### src/rtl/chit_pkg.sv
// ----------------------------------------------------------------------------
// chit_pkg: shared types and constants for the chained hash id table
// Operation and status codes, hash constants and the payload structs.
// ----------------------------------------------------------------------------
package chit_pkg;

	localparam logic [1:0] OP_INSERT = 2'd0;
	localparam logic [1:0] OP_FIND   = 2'd1;
	localparam logic [1:0] OP_REMOVE = 2'd2;

	localparam logic [1:0] ST_OK        = 2'd0;
	localparam logic [1:0] ST_NOT_FOUND = 2'd1;
	localparam logic [1:0] ST_DUPLICATE = 2'd2;
	localparam logic [1:0] ST_FULL      = 2'd3;

	localparam logic [63:0] MIX_C1 = 64'hbf58476d1ce4e5b9;
	localparam logic [63:0] MIX_C2 = 64'h94d049bb133111eb;
	localparam int unsigned MIX_S1 = 30;
	localparam int unsigned MIX_S2 = 27;
	localparam int unsigned MIX_S3 = 31;

	localparam int unsigned HANDLE_W = 16;
	localparam int unsigned COUNT_W  = 7;

	typedef struct packed {
		logic [1:0]          op;
		logic [63:0]         key;
		logic [HANDLE_W-1:0] handle_in;
	} req_t;

	typedef struct packed {
		logic [1:0]          status;
		logic [HANDLE_W-1:0] handle_out;
		logic [COUNT_W-1:0]  live_count;
	} rsp_t;

endpackage

### src/rtl/chit_front.sv
// ----------------------------------------------------------------------------
// chit_front: request intake and key hashing
// Takes one request at a time, runs the mixer using one 32x32 multiplier,
// and passes the request with its hash to the back part.
// ----------------------------------------------------------------------------
module chit_front (
	input  logic               clk,
	input  logic               arst_n,
	input  logic               push,
	output logic               full,
	input  chit_pkg::req_t     req,
	output logic               hvalid,
	input  logic               hready,
	output chit_pkg::req_t     hreq,
	output logic [63:0]        hash
);
	import chit_pkg::*;

	localparam logic [3:0] F_IDLE = 4'd0;
	localparam logic [3:0] F_CLR  = 4'd1;
	localparam logic [3:0] F_LL   = 4'd2;
	localparam logic [3:0] F_LH   = 4'd3;
	localparam logic [3:0] F_HL   = 4'd4;
	localparam logic [3:0] F_SUM  = 4'd5;
	localparam logic [3:0] F_MID  = 4'd6;
	localparam logic [3:0] F_END  = 4'd7;
	localparam logic [3:0] F_DONE = 4'd9;

	logic [3:0]  step_q;
	req_t        req_q;
	logic [63:0] v_q;
	logic [63:0] c_q;
	logic [63:0] acc_q;
	logic [63:0] pp_q;
	logic [31:0] ma, mb;
	logic [63:0] prod;

	assign full   = (step_q != F_IDLE);
	assign hvalid = (step_q == F_DONE);
	assign hreq   = req_q;
	assign hash   = v_q;

	// select partial product operands per step
	always_comb begin
		case (step_q)
			F_LL:    begin ma = v_q[31:0];  mb = c_q[31:0];  end
			F_LH:    begin ma = v_q[31:0];  mb = c_q[63:32]; end
			F_HL:    begin ma = v_q[63:32]; mb = c_q[31:0];  end
			default: begin ma = 32'd0;      mb = 32'd0;      end
		endcase
	end
	assign prod = 64'(ma) * 64'(mb);

	// step through xor-shift, multiply, xor-shift, multiply, xor-shift
	always_ff @(posedge clk or negedge arst_n) begin
		if (!arst_n) begin
			step_q <= F_IDLE;
		end else begin
			case (step_q)
				F_IDLE: if (push) step_q <= F_CLR;
				F_SUM:  step_q <= (c_q == MIX_C1) ? F_MID : F_END;
				F_MID:  step_q <= F_LL;
				F_END:  step_q <= F_DONE;
				F_DONE: if (hready) step_q <= F_IDLE;
				default: step_q <= step_q + 4'd1;
			endcase
		end
	end

	always_ff @(posedge clk) begin
		case (step_q)
			F_IDLE: if (push) begin
				req_q <= req;
				v_q   <= req.key ^ (req.key >> MIX_S1);
				c_q   <= MIX_C1;
			end
			F_CLR: acc_q <= 64'd0;
			F_LL:  acc_q <= prod;
			F_LH:  pp_q  <= {prod[31:0], 32'd0};
			F_HL:  acc_q <= acc_q + pp_q + {prod[31:0], 32'd0};
			F_SUM: v_q   <= acc_q;
			F_MID: begin
				v_q <= v_q ^ (v_q >> MIX_S2);
				c_q <= MIX_C2;
			end
			F_END: v_q <= v_q ^ (v_q >> MIX_S3);
			default: ;
		endcase
	end

endmodule

### config.mk
export PLATFORM = sky130hd
export DESIGN_NAME = chit_front
export DESIGN_NICKNAME = d
export VERILOG_FILES = /design/src/rtl/chit_pkg.sv /design/src/rtl/chit_front.sv
export SDC_FILE = /design/constraint.sdc
export NUM_CORES = 2
export LEC_CHECK = 0
export BUFFER_PORTS_ARGS = -buffer_cell sky130_fd_sc_hd__buf_2
export CORE_ASPECT_RATIO = 1.75
export CORE_UTILIZATION = 55
export CTS_CLUSTER_SIZE = 28
export DETAILED_ROUTE_END_ITERATION = 8
export GPL_TIMING_DRIVEN = 1
export PLACE_DENSITY = 0.77
export SYNTH_ARGS = -nofsm -noshare
export SYNTH_HDL_FRONTEND = slang
export SYNTH_SLANG_ARGS = --single-unit
### constraint.sdc
create_clock -name clk -period 25.1 [get_ports clk]
set_input_delay 0 -clock clk [delete_from_list [all_inputs] [get_ports clk]]
set_output_delay 0 -clock clk [all_outputs]
set_load 0.02 [all_outputs]
======== Word level (Yosys, flattened, before mapping) ========
Cells that the tools add are included.
storage, ports and cells
  output and inout port bits .............. 148
  logic and storage cells ................. 48
  register bits after elaboration ......... 310
  input bits .............................. 86
cells by class
  equal/unequal tests ..................... 11
  bitwise gates (word level) .............. 3
  muxes and demuxes ....................... 11
  $mul .................................... 1
  add/sub/neg operators ................... 3
  reduce and logical (&&, ||, !) cells .... 11
operators with widths
  kind                  number
  $pmux 64 s4           1
  $pmux 64 s3           1
  $add 64x64->64        2
  $mux 64               2
  $pmux 32 s2           2
  $pmux 64 s2           1
  $eq 64x64->1 const B  1
  $mul 32x32->64        1
  $xor 64x33->64        1
  $xor 64x34->64        1
  $xor 64x37->64        1
  $pmux 4 s5            1
  $eq 4x3->1 const B    4
  $eq 4x2->1 const B    2
  $mux 4                2
  $reduce_and 2->1      4
  $reduce_bool 4->1     2
  $add 4x1->4 const B   1
  $eq 4x1->1 const B    1
  $eq 4x4->1 const B    1
  $logic_not 4->1       1
  $reduce_or 2->1       2
  $reduce_bool 3->1     1
  $ne 2x1->1 const B    1
  3 further kinds       3

======== Logic depth before layout (Yosys ltp) ========
  depth in word-level cells ............... 6
  gate-level depth with buffers ........... 47
  mapped depth without buffers ............ 45

======== Worst setup path after synthesis ========
No wires, ideal clock.
  path kind ............................... register -> register
  start point ............................. register step_q[0]
  end point ............................... register acc_q[63] (data pin)
  slack ................................... 14956 ps
  cell stages (with the launch flop) ...... 40
  buffers on the path ..................... 4
  period minus slack after synthesis ...... 10144 ps
  required time ........................... 24830 ps
  setup time .............................. 270 ps
  arrival time ............................ 9873 ps
  cells stage by stage .................... dfrtp_1 > inv_1 > ha_1 > and2_1 > clkbuf_1 > clkbuf_1 > a22oi_1 > inv_1 > and3_1 > or2_2 > fa_1 > fa_1 > fa_1 > inv_1 > fa_1 > inv_1 > fa_1 > fa_1 > (+4 left out) > a21o_1 > a21o_1 > a221oi_1 > o21ai_0 > xor2_1 > fa_1 > ha_1 > clkbuf_1 > a21o_1 > a21o_1 > a21oi_1 > nor2b_1 > o21ai_0 > a21oi_1 > nor2_1 > o21ai_0 > xnor2_1 > o22ai_1
on the way
  longest elaborated chain between the ends .. 6
  elaborated cells on any way between the ends .. 11
  those cells by class .................... add/sub: 1; mul: 1; eq/ne: 4; mux: 3; reduce/logical: 2
RTL lines
  item                                             line              RTL
  from (decl)                                      chit_front.sv:29  logic [3:0] step_q;
  from (signal assigned)                           chit_front.sv:61  F_SUM: step_q <= (c_q == MIX_C1) ? F_MID : F_END;
  from (signal assigned)                           chit_front.sv:65  default: step_q <= step_q + 4'd1;
  $eq 4x2->1 / $eq 4x3->1 (equally long branches)  chit_front.sv:45  case (step_q)
  $reduce_or 2->1 (no line)                        --
  $pmux 32 s2                                      chit_front.sv:45
  $mul 32x32->64 (*)                               chit_front.sv:52  assign prod = 64'(ma) * 64'(mb);
  named net prod[24]                               chit_front.sv:36  logic [63:0] prod;
  $add 64x64->64 (*)                               chit_front.sv:80  F_HL: acc_q <= acc_q + pp_q + {prod[31:0], 32'd0};
  $pmux 64 s3 (*)                                  chit_front.sv:71  case (step_q)
  to (signal assigned)                             chit_front.sv:78  F_LL: acc_q <= prod;
  to (signal assigned)                             chit_front.sv:80
  to (decl)                                        chit_front.sv:33  logic [63:0] acc_q;
Mark *: on every way through the listed nets, which the timed path passes. The rest lies on a longest branch.
A chain may end at the register's enable or synchronous reset.

======== Worst setup path in the final report ========
Same ends and word-level chain as after synthesis.

==> metrics.txt <==
fin crit share=55.85%; synth top area cells=fa_1, edfxtp_1, ha_1, inv_1, nand2_1; share of cells above drive strength 1=roughly 8.3%; Slew headroom=under 10%; H-tree depth=1; HP Class=in2reg; DIE AREA=~0.077 sq mm; final global-route overflow total=0; top-count cell post-synth=inv_1; Worst Setup End Kind=flip-flop; syn_area_per_cell=about 10 sq um; most common flop cell mapped by yosys=edfxtp_1; worst-skew pair later-pin latency=between 0.5 and 0.6 ns; GR Util All Layers=44.80%; Post-Syn Nets=between 5k and 6k; Post-Synthesis Cells=about 4.0k; worst setup path end=acc_q[63]; Worst Path Max Fanout=between 40 and 50; Vias=roughly 33k; Final Instance Area=approximately 0.046 sq mm; cts bufs inserted=25; Fmax=71.34 MHz; CP Launch Type=flip-flop; vias in the first global route=35.79k; GP Congestion=between 1 and 1.5; Slew @ Worst Pin=1.478 ns; DP Area=0.04426 sq mm; Post-synth EDFFs=~240; Synth cell types=between 60 and 70; post-synth top area cell=fa_1; initial antenna violation count=10; outcome=finished with violations; slowest stage delay, CP=between 1 and 1.5 ns; clock tree buffer depth=3; DP HPWL=132700 um; slowest cell on the critical path=a22oi_1; FF-to-FF End=acc_q[63]; Routed WL=165600 um; endpoints failing hold=0; worst hold path depth=2; r2r setup slk=between 10 and 15 ns; Vias/cell=6.087; Buffers on Ports=between 200 and 250; CTS Root Cell=clkbuf_16; first-pass GRT wire length=between 200000 and 250000 um; Initial Utilization=55.57%; FF+latch count, synth=248; post-synth top area share=roughly two fifths; CTS tree=done; Setup CP Type=reg2reg; commonest cells in the netlist=inv_1, fa_1, ha_1; initial DRC count=between 3k and 4k; Synth async-reset ratio=under 10%; largest net degree at the start of global routing=78; TritonRoute pass-1 iters=6; core area=between 0.07 and 0.08 sq mm; RSZ-0062 raised after global routing=false; setup bufs post-CTS=0; Mapped Area=about 0.042 sq mm; Setup violations, final=0; Crit path required time=between 20 and 30 ns; register area share after synthesis=17.77%; setup TNS=0 ns; failing checks=capacitance limit; RR Startpoint=step_q[0]; Final Skew=0.02313 ns; Die Wd=~210 um; CTS Sinks=approximately 250; DRC violations left=0; DRT antenna net count=0; crit path time final=roughly 14 ns; arrival time worst endpoint=approximately 14 ns; Die H=roughly 370 um; routed len/inst=between 30 and 40 um; clock slew at reported path FFs=approximately 0.070 ns; FP Rows=around 130; Yosys warnings=0; fin nets=approximately 5.6k; Worst Reg-to-Reg Cells=44; # IOs=around 230; CP Launch Point=step_q[0]; Final Max Slew Viols=0; max-cap violation count=1; Area Overhead vs Synth=9.908%
## worst max-delay path, delay by kind of cell, from the launching register on
kind                     cells  cell delay, ns
adder cells (fa/ha/maj)     12            5.51
AO/OA/AOI/OAI               12            3.44
buffers and inverters       11            2.26
AND/OR/NAND/NOR              7            1.37
XOR/XNOR                     2            0.64
flip-flops                   1            0.43
## metrics by stage
stage	hold WS, ns	cells	utilization [%]	setup slack, ns
2_1_floorplan	-0.2956	4013	-	14.96
3_5_place_dp	-0.1672	5203	58.84	11.68
6_report	0.1384	5342	61.08	11.08
4_1_cts	0.1338	5335	61.04	11.59
3_3_place_gp	-0.1672	5203	58.84	11.55
5_1_grt	0.1508	5338	61.06	10.72
## layout make-up
cell class	instances	area [sq um]
inverter	1073	4028
clock inverter	16	143.9
multi-input combinational	2584	29980
sequential	248	7427
antenna	5	12.51
tap	1012	1266
fill	6402	29280
timing repair buffer	374	2444
clock buffer	30	644.4
## how the worst min path moves through the flow
| stage | from | to | slack [ns] |
|---|---|---|---|
| after CTS | req[10] | hreq[10] | 0.13 |
| final | req[10] | hreq[10] | 0.14 |
| after global placement | arst_n | step_q[0] | -0.17 |
| after floorplan | arst_n | step_q[0] | -0.30 |
| after detailed placement | arst_n | step_q[1] | -0.17 |
| after global routing | req[1] | hreq[1] | 0.15 |
## timing repair
| item | 4_1_cts | 5_1_grt |
|---|---|---|
| resized for setup | 0 | 0 |
| hold buffers | 86 | 0 |
| endpoints found under the setup margin | 0 | 0 |
| hold endpoints to repair | 143 | 0 |
## logic make-up (layout without fill, tap and decap cells)
logic type,count (synthesis),after routing,synth area share [%]
AOI/OAI and AO/OA,625,625,10.54
xor gates and xnor gates,136,136,2.850
adders and majority gates,1219,1219,51.90
buffers and inverters,1181,1493,10.63
DFF,248,248,17.77
other,0,5,0
and+or+nand+nor,604,604,6.316
## registers in the layout (all words and copies together), names as in the netlist
| register | flops |
|---|---|
| acc_q | 64 |
| c_q | 2 |
| hash | 64 |
| hreq | 82 |
| pp_q | 32 |
| step_q | 4 |
## per-layer routing
layer | track usage (%) | up-vias | share of wire [%] | wire, um
met5 | 0.8940 | - | 0.11 | 177
met4 | 41.81 | 16 | 12 | 20210
met3 | 13.81 | 858 | 10 | 17220
met2 | 70.87 | 2179 | 47 | 77340
met1 | 47.30 | 16160 | 31 | 50660
li1 | - | 13310 | - | -
## placed cells by master (no fill, tap or decap), drive strengths merged, types with 7 or more instances in the layout
| cell | n |
|---|---|
| nor3 | 19 |
| inv | 1074 |
| a221o | 41 |
| and3 | 30 |
| nand2b | 12 |
| xnor2 | 72 |
| nand4 | 16 |
| nor2b | 11 |
| o21a | 11 |
| o22a | 22 |
| nand2 | 238 |
| buf | 288 |
| a21oi | 130 |
| o22ai | 24 |
| and2 | 15 |
| fa | 858 |
| o211ai | 7 |
| ha | 361 |
| o221ai | 14 |
| clkinv | 13 |
| or2 | 14 |
| o21bai | 16 |
| nand3 | 22 |
| a22oi | 25 |
| clkbuf | 30 |
| a22o | 58 |
| or3 | 7 |
| a21o | 66 |
| o21ai | 112 |
| a31oi | 15 |
| dlygate4sd3 | 86 |
| xor2 | 64 |
| a221oi | 37 |
| nor2 | 211 |
| edfxtp | 244 |
| a211oi | 8 |
Power is not shown: default switching activity piles up to over one toggle a cycle in this logic, so the estimate is an artifact.
