File: config.mk
export PLATFORM = sky130hd
export DESIGN_NAME = chit_fifo
export DESIGN_NICKNAME = d
export VERILOG_FILES = /design/src/rtl/chit_fifo.sv
export SDC_FILE = /design/constraint.sdc
export NUM_CORES = 1
export LEC_CHECK = 0
export BUFFER_PORTS_ARGS = -buffer_cell sky130_fd_sc_hd__buf_2
export CORE_MARGIN = 5
export CORE_UTILIZATION = 50
export DETAILED_ROUTE_END_ITERATION = 7
export GPL_TIMING_DRIVEN = 0
export PLACE_DENSITY = 0.77
export SYNTH_ARGS = -nofsm -noshare
export SYNTH_HDL_FRONTEND = slang
export SYNTH_SLANG_ARGS = --single-unit
File: constraint.sdc
create_clock -name clk -period 3.9 [get_ports clk]
set_input_delay 0.78 -clock clk [delete_from_list [all_inputs] [get_ports clk]]
set_output_delay 0.78 -clock clk [all_outputs]
set_load 0.05 [all_outputs]
File: src/rtl/chit_fifo.sv
// ----------------------------------------------------------------------------
// chit_fifo: two-entry queue between the front and back parts
// Holds hashed requests so that each side stalls on its own.
// ----------------------------------------------------------------------------
module chit_fifo #(
	parameter int unsigned WIDTH = 8
) (
	input  logic             clk,
	input  logic             arst_n,
	input  logic             wr,
	output logic             wready,
	input  logic [WIDTH-1:0] wdata,
	output logic             rvalid,
	input  logic             rd,
	output logic [WIDTH-1:0] rdata
);
	logic [WIDTH-1:0] mem_q [2];
	logic             wp_q, rp_q;
	logic [1:0]       cnt_q;

	assign wready = (cnt_q != 2'd2);
	assign rvalid = (cnt_q != 2'd0);
	assign rdata  = mem_q[rp_q];

	// advance pointers on each transaction
	always_ff @(posedge clk or negedge arst_n) begin
		if (!arst_n) begin
			wp_q  <= 1'b0;
			rp_q  <= 1'b0;
			cnt_q <= 2'd0;
		end else begin
			if (wr && wready) wp_q <= ~wp_q;
			if (rd && rvalid) rp_q <= ~rp_q;
			cnt_q <= cnt_q + 2'(wr && wready) - 2'(rd && rvalid);
		end
	end

	always_ff @(posedge clk) begin
		if (wr && wready) mem_q[wp_q] <= wdata;
	end

endmodule

# [Word level (Yosys, flattened, before mapping)]
# Memories as Yosys holds them, arrays and structs flattened.
# Cells that the tools add are included.
[totals] wordCells=14 ram_bits=16 romBits=0 latchBits=0 reg_bits=4 mem_count=1 in_bits=12
[mem_list] name="mem_q" words=2 width=8 read_ports=1 rd_ports_with_merged_regs=0 write_ports=1 line_no="17" source="logic [WIDTH-1:0] mem_q [2];"
[classes] reduce_logical=3 muxes=2 addsub=2 div=0 mul=0 bitwise=2 eq_ne=1 order_cmp=0 shifts=0
[ops] cell="adder 2 x 1 -> 2 bit" n=1
[ops] cell="logical AND 1 bit" n=2
[ops] cell="two-way mux 1 bit" n=2
[ops] cell="!= test 2 bit, second input constant" n=1
[ops] cell="inverter 1 bit" n=2
[ops] cell="nonzero test 2 bit" n=1
[ops] cell="subtractor 2 x 1 -> 2 bit" n=1

# [Depth between registers and ports, before layout]
# Gate-level depths: netlist of the first run.
[depth] depth_word=4 ltp_mapped=7 ltp_nobuf=7

# [Worst setup path after synthesis of the first run]
# OpenSTA, ideal clock, no wires.
[synth_path] path_type="flip-flop to flip-flop" from="register cnt_q[1]" to="register cnt_q[1]" required_ps=3777 path_buffers=0 setup_slack_ps=2012 setup_time_ps=123 t_arrival_ps=1766 path_stages_with_launch=8 cell_sequence="dfrtp_1 -> or2_1 -> and2_4 -> ha_1 -> inv_1 -> ha_1 -> xnor2_1 -> xnor2_1"
[synth_between] elab_cells_between_ends=6 cone_classes="add/sub: 2; eq/ne: 1; reduce/logical: 3"
[synth_rtl] element="from (decl)" line_no="19" source="logic [1:0] cnt_q;"
[synth_rtl] element="from (signal assigned)" line_no="34" source="cnt_q <= cnt_q + 2'(wr && wready) - 2'(rd && rvalid);"
[synth_rtl] element="nonzero test 2 bit" line_no="22" source="assign rvalid = (cnt_q != 2'd0);"
[synth_rtl] element="net rvalid" line_no="13" source="output logic rvalid,"
[synth_rtl] element="logical AND 1 bit" line_no="34"
[synth_rtl] element="subtractor 2 x 1 -> 2 bit" line_no="34"
# The timed path passes the listed nets, and every way through them passes these cells.
# A chain may end at the register's enable or synchronous reset.

# [Worst setup path in the final report of the first run]
[layout_path] from="register rp_q" to="output port rdata[6]"
[layout_between] elab_chain_cells=1
[layout_lines] element="from (decl)" line_no="18" source="logic wp_q, rp_q;"
[layout_lines] element="from (signal assigned)" line_no="33" source="if (rd && rvalid) rp_q <= ~rp_q;"
[layout_lines] element="memory read (2 x 8 bit)"
[layout_lines] element="to (decl)" line_no="15" source="output logic [WIDTH-1:0] rdata"
# Every way passes these cells.

==> metrics.log, run 1 <==
INFO  metric status = finished clean
INFO  metric synth_area_leaders = edfxtp_1, dfrtp_1, mux2_1, xnor2_1, ha_1
INFO  metric fin_nets = 82
INFO  metric finalCriticalPeriod = 2.210 ns
INFO  metric fin_setup_tns = 0 ns
INFO  metric start_util = 52.02%
INFO  metric setup_repair_after_global_routing_missed_its_margin = false
INFO  metric grt_use_total = 10.31%
INFO  metric final-setup-viol-count = 0
INFO  metric sink_count = 20
INFO  metric power_per_cell_area = 859.5 mW/mm²
INFO  metric r2r-end = cnt_q[1]
INFO  metric vias = about 410
INFO  metric flow.area_growth_from_synthesis = 19.55%
INFO  metric timing.setup.critical_path_class = reg -> out
INFO  metric routed_via_density = about 5
INFO  metric total_leakage_power = 0.3786 nW
INFO  metric port_buffer_count = 21
INFO  metric worst_ir_drop_vdd = roughly 0.45 mV
INFO  metric tritoncts_clock_tree = yes
INFO  metric place.gp.congestion = about 0.64
INFO  metric yosysTopAreaCell = edfxtp_1
INFO  metric postCtsSetupBuffers = 0
INFO  metric worstSetupStartpointType = flip-flop
INFO  metric crit_start = rp_q
INFO  metric cts-root-buf = clkbuf_4
INFO  metric crit_path_end = rdata[6]
INFO  metric dp_hpwl = approximately 840 µm
INFO  metric post_placement_worst_setup_slack = 1.981 ns
INFO  metric critPathMaxStageDelay = about 0.35 ns
INFO  metric prevailing_post_synth_register_cell = edfxtp_1
INFO  metric ys_top_cells_by_count = edfxtp_1, mux2_1, dfrtp_1
INFO  metric antenna_violations_before_repair = 0
INFO  metric netlist_area = just under 800 µm²
INFO  metric ys_types = 14
INFO  metric maxClockFrequency = about 450 MHz
INFO  metric grt_overflow_total = 0
INFO  metric drc_errors = 0
INFO  metric design.portCount = 22
INFO  metric std_cell_rows = 14
INFO  metric critical_path_required = approximately 3.1 ns
INFO  metric clk_path_buf_depth = 2
INFO  metric max_cap_viol_count = 0
INFO  metric postSynthAreaPerCell = ~18 µm²
INFO  metric placeableCoreArea = 0.001489 mm²
INFO  metric grt_pass1_vias = 406
INFO  metric flip_flop_and_latch_count_after_synthesis = 20
INFO  metric crit_top_cell = buf_2
INFO  metric layout.filler_cells = 119
INFO  metric timing.critical_path.slowest_stage_cell = mux2_1
INFO  metric min_path_type = in -> async
INFO  metric ctsResizeCount = 0
INFO  metric fin_worst_skew = 0.0008153 ns
INFO  metric die_w = between 40 and 50 µm
INFO  metric post_cts_hold_buffer_count = 0
INFO  metric post-route-cell-area = 925.9 µm²
INFO  metric cp.arrival = around 1.4 ns
INFO  metric fp.dieH = approximately 49 µm
INFO  metric final_layout_size_suffix_gt1_share = 38.81%
INFO  metric cell_breakdown_of_the_critical_path = buf_2 > mux2_1 > buf_2
INFO  metric fp.dieArea = 0.002436 mm²
INFO  metric antenna_cells_inserted = 0
INFO  metric clk_pin_slew_worst_paths = roughly 0.10 ns
INFO  metric grt_pass1_wl = 1821 µm
INFO  metric ant_nets = 0
INFO  metric post_detailed_placement_cell_area = 899.6 µm²
INFO  metric fin_util = a little over 60%
INFO  metric grt_max_degree = 12
INFO  metric drt-initial-drc-count = 2
INFO  metric worst-r2r-cell-count = 7
INFO  metric synth_largest_type_area_fraction = 62.04%
INFO  metric mappedNetlistNets = 56
INFO  metric cp_max_fo = 9
INFO  metric avgRoutedWirePerCell = 13.54 µm
INFO  metric synth_sequential_area_ratio = 74.96%
INFO  metric hold_ws = approximately 0.27 ns
INFO  metric hold_viol_final = 0
INFO  metric htree_levels = 1
INFO  metric slew_at_the_pin_closest_to_its_max_slew_limit = 0.6807 ns
INFO  metric wl = roughly 1100 µm
INFO  metric synth.yosys.warnings = 0
INFO  metric yosys.cell_count.top_type = edfxtp_1
INFO  metric syn-instance-count = 42
INFO  metric drt-pass1-iter-count = 4
INFO  metric setup_slack = 1.690 ns
INFO  metric number_of_flops_mapped_to_enable_cells_by_yosys = 16
INFO  metric worstReg2RegStart = cnt_q[1]
INFO  metric type_of_destination_of_the_critical_path = output port
INFO  metric slew-limit-headroom = 54.45%
INFO  metric final_min_period_over_clock_period = 56.66%
INFO  metric clock_latency = 0.29 ns
INFO  metric cts_made_buffers = 3
INFO  metric asyncSetResetFlopFracSynth = 20.00%
INFO  metric worst-r2r-setup-slack = 2.21 ns
INFO  metric final-max-slew-violation-count = 0
-- power breakdown --
part / switching [mW] / internal [mW]
combinational: 0.269 / 0.110
clock: 0.0594 / 0.0373
sequential: 0.0208 / 0.299
-- worst min path at each step --
stage	from	end	cells past startpoint
after floorplan	wp_q	wp_q	1
after global placement	wp_q	wp_q	1
after detailed placement	wp_q	wp_q	1
after CTS	arst_n	wp_q	1
after global routing	arst_n	wp_q	1
final	arst_n	wp_q	1
-- critical path, delay by kind of cell, from the launching register on --
kind,cells,cell delay [ns]
buffers and inverters,2,0.44
DFF,1,0.34
muxes,1,0.35
-- per-layer routing --
| layer | GRT usage, % | routed length (µm) |
|---|---|---|
| met5 | 0 | 0 |
| met4 | 8.072 | 31 |
| met3 | 3.670 | 89 |
| met2 | 14.16 | 516 |
| met1 | 12.92 | 487 |
-- final cells by class --
type / instances / area [µm²] / share of cell area (%)
plain buffers: 1 / 5.005 / 0.5405
flip-flops and latches: 20 / 580.6 / 62.70
well taps: 16 / 20.02 / 2.162
inverters: 1 / 3.754 / 0.4054
repair buffers: 21 / 105.1 / 11.35
clock buffers: 3 / 22.52 / 2.432
clock inverters: 1 / 3.754 / 0.4054
multi-input cells: 20 / 185.2 / 20.00
-- through the flow --
step	std cells	total power, mW
5_1_grt	83	0.8441
2_1_floorplan	42	0.6281
3_3_place_gp	79	0.7020
3_5_place_dp	79	0.7111
6_report	83	0.7958
4_1_cts	83	0.8070
-- state kept, by name, indices dropped and copies added, names as in the netlist --
name and flops:
mem_q 16, cnt_q 2, rp_q 1, wp_q 1
-- placed cells by master (no fill, tap or decap) --
cell type and count:
and2_4 1, and3_1 1, buf_2 22, clkbuf_4 3
clkinv_1 1, dfrtp_1 4, edfxtp_1 16, ha_1 2
inv_1 1, mux2_1 8, nand2_1 1, nand2b_1 1
nor2_1 1, or2_1 1, xnor2_1 3, xor2_1 1
-- cell families (layout without fill, tap and decap cells) --
family                   count (synthesis)  in the layout  share of synthesized area, %
flip-flops                              20             20                         74.96
AND/OR/NAND/NOR                          6              6                         4.524
adder cells (fa/ha/maj)                  2              2                         3.231
XOR/XNOR                                 4              4                         4.524
multiplexers                             8              8                         11.63
buffers and inverters                    2             27                         1.130
Power figures use the tool's default switching activity.
==> inputs of run 2 (changes only) <==
Settings changed: CORE_UTILIZATION 50 to 44, PLACE_DENSITY 0.77 to 0.72.
Clock period 3.9 ns to 1.8 ns, I/O delays scaled along.
==> run 2 against run 1 <==
  * Routed wire length increased by 4.4%
  * Critical path type unchanged
  * Combinational power grew 140%
  * Clock power rose to 3.7 times the previous value
==> metrics.log, run 2 (synthesis results as in run 1) <==
INFO  metric status = finished clean
INFO  metric power_per_cell_area = 1949 mW/mm²
INFO  metric slew-limit-headroom = 54.64%
INFO  metric grt_pass1_vias = 469
INFO  metric start_util = 45.35%
INFO  metric ant_nets = 0
INFO  metric fp.dieH = slightly above 50 µm
INFO  metric grt_max_degree = 13
INFO  metric worst_ir_drop_vdd = 1.277 mV
INFO  metric max_cap_viol_count = 0
INFO  metric drc_errors = 0
INFO  metric registers_with_the_most_flip_flops = mem_q: 16 flops, cnt_q: 2 flops
INFO  metric tritoncts_clock_tree = yes
INFO  metric setup_repair_after_global_routing_missed_its_margin = false
INFO  metric final-setup-viol-count = 0
INFO  metric regArea = approximately 580 µm²
INFO  metric fin_worst_skew = between 0.01 and 0.015 ns
INFO  metric worstSetupStartpointType = flip-flop
INFO  metric total_leakage_power = 0.4071 nW
INFO  metric post_placement_worst_setup_slack = 0.1074 ns
INFO  metric final_layout_size_suffix_gt1_share = 43.48%
INFO  metric htree_levels = 1
INFO  metric antenna_cells_inserted = 0
INFO  metric fp.dieArea = 0.002699 mm²
INFO  metric fin_nets = 84
INFO  metric setup_slack = approximately 0.069 ns
INFO  metric placeableCoreArea = 0.001708 mm²
INFO  metric cp.arrival = 1.37 ns
INFO  metric final-max-slew-violation-count = 0
INFO  metric type_of_destination_of_the_critical_path = output port
INFO  metric clock_latency = 0.30 ns
INFO  metric die_w = 51.96 µm
INFO  metric drt-pass1-iter-count = 2
INFO  metric grt_use_total = 10.93%
INFO  metric most-common-layout-cells = buf_2, edfxtp_1, mux2_1, buf_4, dfrtp_1
INFO  metric layout.filler_cells = 142
INFO  metric flow.area_growth_from_synthesis = 29.24%
INFO  metric multiInputGateArea = 190.2 µm²
INFO  metric routed_via_density = 4.585
INFO  metric fin_setup_tns = 0 ns
INFO  metric vias = about 430
INFO  metric cts-root-buf = clkbuf_4
INFO  metric finalCriticalPeriod = around 1.7 ns
INFO  metric place.gp.congestion = 0.6156
INFO  metric drt-initial-drc-count = 4
INFO  metric grt_pass1_wl = 2014 µm
INFO  metric clk_pin_slew_worst_paths = ~0.12 ns
INFO  metric timing.setup.critical_path_class = reg -> out
INFO  metric grt_overflow_total = 0
INFO  metric cts_made_buffers = 3
INFO  metric final_min_period_over_clock_period = ~96%
INFO  metric wl = 1173 µm
INFO  metric hold_viol_final = 0
INFO  metric design.portCount = 22
INFO  metric antenna_violations_before_repair = 0
INFO  metric maxClockFrequency = roughly 580 MHz
INFO  metric clk_path_buf_depth = 2
INFO  metric fin_util = 58.61%
INFO  metric largest_register_ff_count = 16
INFO  metric std_cell_rows = 15
INFO  metric min_path_type = in -> reg
INFO  metric port_buffer_count = 21
INFO  metric cp_max_fo = 9
INFO  metric avgRoutedWirePerCell = 12.48 µm
INFO  metric sink_count = 20
INFO  metric top_register = mem_q
INFO  metric slew_at_the_pin_closest_to_its_max_slew_limit = 0.6779 ns
INFO  metric critical_path_required = 1.44 ns
## run 2: cell types whose count changed in the layout (fill, tap and decap cells not counted)
cell           change
buf_4              +7
buf_2              -6
bufinv_16          +1
clkinv_1           -1
dlygate4sd3_1      +1
nand2b_1           -1
nand2b_2           +1
or2_1              -1
or2_4              +1
## run 2: layout make-up
cell class                 instances  area share [%]
sequential                        20           58.00
timing repair buffer              23           13.50
buffer                             1          0.7500
clock buffer                       3           2.250
tap                               25           3.125
clock inverter                     1           3.000
multi-input combinational         20           19.00
inverter                           1          0.3750
## run 2: per-layer routing
layer / track usage, % / part of all wire [%]
met3: 2.579 / 7.0
met4: 7.860 / 2.7
met5: 0 / 0
met2: 16.95 / 51
met1: 13.15 / 39
## run 2: where the power goes
| group | leakage (nW) | switching [mW] | internal (mW) | total [mW] |
|---|---|---|---|---|
| combinational | 0.184 | 0.595 | 0.302 | 0.897 |
| clock | 0.0279 | 0.134 | 0.225 | 0.359 |
| sequential | 0.195 | 0.0475 | 0.648 | 0.695 |
| total | 0.407 | 0.776 | 1.17 | 1.95 |
## run 2: worst paths after layout
kind / cells past startpoint / slack, ns / to / start
worst min register to register: 1 / 0.51 / wp_q / wp_q
min in group asynchronous: 2 / 0.37 / wp_q / arst_n
max in group asynchronous: 2 / 1.29 / rp_q / arst_n
worst min-delay path: 1 / 0.24 / mem_q[0][1] / wdata[1]
worst max register to register: 7 / 0.11 / cnt_q[1] / cnt_q[1]
worst max-delay path: 3 / 0.07 / rdata[1] / rp_q
## run 2: critical path, stage by stage (launching register included)
cell and delay [ns]:
dfrtp_1 0.37, buf_4 0.17, mux2_1 0.32, buf_2 0.21
## run 2: timing repair
action	in CTS	in global routing
resized for setup	1	10
hold endpoints to repair	4	0
buffers inserted	0	1
hold buffers	1	0
endpoints found under the setup margin	6	6
## run 2: per-stage QoR
stage	total power, mW	std cells	cell area, µm²	hold WS (ns)
floorplan	1.380	42	779.5	0.06441
global placement	1.538	88	915.9	0.1708
detailed placement	1.566	88	915.9	0.1719
CTS	1.932	93	980.9	0.2317
global route	2.072	94	1001	0.2111
finish	1.951	94	1001	0.2386
==> inputs of run 3 (changes only) <==
==> constraint.sdc (replaced) <==
create_clock -name clk -period 1.8 [get_ports clk]
set_input_delay 0.27 -clock clk [delete_from_list [all_inputs] [get_ports clk]]
set_output_delay 0.27 -clock clk [all_outputs]
set_load 0.05 [all_outputs]
==> run 3 against run 2 <==
  * Combinational power is 4.3% lower
  * Clock skew about the same
  * Setup slack improved by 0.034 ns
  * Design area is 1.5% lower
  * Sequential share of layout area increased by 0.88 points
  * Fmax grew 2.0%
  * Non-clock buffer count stayed put
  * Core utilization is 0.88 points lower
  * Largest power group unchanged
  * Highest routed layer unchanged
==> metrics.log, run 3 (synthesis results as in run 1) <==
INFO  metric antenna_cells_inserted = 0
INFO  metric avgRoutedWirePerCell = 12.48 µm
INFO  metric cell_breakdown_of_the_critical_path = buf_2 > mux2_1 > buf_2
INFO  metric cp.arrival = 1.43 ns
INFO  metric vias = 433
INFO  metric std_cell_rows = 15
INFO  metric drc_errors = 0
INFO  metric type_of_destination_of_the_critical_path = output port
INFO  metric timing.critical_path.slowest_stage_cell = mux2_1
INFO  metric top_register = mem_q
INFO  metric grt_pass1_wl = 2014 µm
INFO  metric routed_via_density = ~4.6
INFO  metric final_layout_size_suffix_gt1_share = 43.48%
INFO  metric fin_setup_tns = 0 ns
INFO  metric slew-limit-headroom = 54.64%
INFO  metric cp_max_fo = 9
INFO  metric final-max-slew-violation-count = 0
INFO  metric ant_nets = 0
INFO  metric grt_pass1_vias = 469
INFO  metric final-setup-viol-count = 0
INFO  metric drt-pass1-iter-count = 2
INFO  metric start_util = 45.35%
INFO  metric placeableCoreArea = 0.001708 mm²
INFO  metric ctsResizeCount = 0
INFO  metric cts-root-buf = clkbuf_4
INFO  metric worstSetupStartpointType = flip-flop
INFO  metric drt-initial-drc-count = 4
INFO  metric setup_repair_after_global_routing_missed_its_margin = false
INFO  metric critical_path_required = between 1.5 and 2 ns
INFO  metric grt_max_degree = 13
INFO  metric clock_latency = 0.30 ns
INFO  metric clk_pin_slew_worst_paths = 0.12 ns
INFO  metric htree_levels = 1
INFO  metric grt_use_total = a little over a tenth
INFO  metric critPathMaxStageDelay = 0.36 ns
INFO  metric most-common-layout-cells = buf_2, edfxtp_1, mux2_1, dfrtp_1
INFO  metric flow.area_growth_from_synthesis = 27.30%
INFO  metric worst_ir_drop_vdd = 1.260 mV
INFO  metric total_leakage_power = between 0.4 and 0.5 nW
INFO  metric slew_at_the_pin_closest_to_its_max_slew_limit = 0.6779 ns
INFO  metric critical-path-top-delay-family = buffers and inverters
INFO  metric fp.dieArea = 0.002699 mm²
INFO  metric sink_count = 20
INFO  metric power_per_cell_area = 1938 mW/mm²
INFO  metric min_path_type = in -> reg
INFO  metric cp.buffers_inverters = 2
INFO  metric registers_with_the_most_flip_flops = mem_q: 16 flops, cnt_q: 2 flops
INFO  metric fin_nets = 84
INFO  metric largest_register_ff_count = 16
INFO  metric final_min_period_over_clock_period = around 94%
INFO  metric timing.setup.critical_path_class = reg -> out
INFO  metric design.portCount = 22
INFO  metric fp.dieH = slightly above 50 µm
INFO  metric hold_viol_final = 0
INFO  metric tritoncts_clock_tree = yes
INFO  metric fin_worst_skew = between 0.01 and 0.015 ns
INFO  metric final_common_cell = buf_2
INFO  metric maxClockFrequency = a little under 600 MHz
INFO  metric crit_top_cell = buf_2
INFO  metric place.gp.congestion = approximately 0.6
INFO  metric finalCriticalPeriod = roughly 1.7 ns
INFO  metric grt_overflow_total = 0
INFO  metric antenna_violations_before_repair = 0
INFO  metric max_cap_viol_count = 0
INFO  metric wl = 1173 µm
INFO  metric status = finished clean
INFO  metric cts_made_buffers = 3
INFO  metric clk_path_buf_depth = 2
INFO  metric port_buffer_count = 21
INFO  metric design_power_total = 1.911 mW
INFO  metric die_w = 51.96 µm
[run 3: cell type report]
type,instances,area [µm²]
clock inverter,1,30.03
tap,25,31.28
inverter,1,3.754
fill,146,721.9
clock buffer,3,22.52
timing repair buffer,23,122.6
multi-input combinational,20,190.2
buffer,1,5.005
sequential,20,580.6
[run 3: through the flow]
stage | setup slack [ns] | cells | area (µm²) | utilization [%] | hold slack [ns]
floorplan | 0.06068 | 42 | 779.5 | - | -0.02559
detailed placement | 0.1074 | 88 | 915.9 | 53.63 | 0.08191
CTS | 0.06415 | 93 | 978.4 | 57.29 | 0.1417
global placement | 0.1297 | 88 | 915.9 | 53.63 | 0.08076
finish | 0.1027 | 94 | 985.9 | 57.73 | 0.1487
global route | 0.002969 | 94 | 985.9 | 57.73 | 0.1211
[run 3: repair_timing]
action | CTS | global route
hold buffers | 1 | 0
endpoints found under the hold margin | 4 | 0
setup endpoints to repair | 0 | 1
setup buffers | 0 | 1
[run 3: where the power goes]
group	total [mW]	internal (mW)	switching (mW)
sequential	0.694	0.647	0.0469
clock	0.359	0.225	0.134
combinational	0.858	0.266	0.592
[run 3: routing by layer]
layer / GRT usage, % / vias up / part of all wire [%]
li1: - / 207 / -
met1: 13.15 / 206 / 39
met2: 16.95 / 16 / 51
met3: 2.579 / 4 / 7.1
met4: 7.860 / 0 / 2.7
met5: 0 / - / 0
[run 3: path summary, 6_finish.rpt]
check | depth (start not counted) | endpoint | from | slack [ns]
max in group asynchronous | 2 | rp_q | arst_n | 1.38
worst min register to register | 1 | wp_q | wp_q | 0.51
worst max-delay path | 3 | rdata[5] | rp_q | 0.10
min in group asynchronous | 2 | wp_q | arst_n | 0.28
worst min-delay path | 1 | mem_q[0][1] | wdata[1] | 0.15
worst max register to register | 7 | cnt_q[1] | cnt_q[1] | 0.11
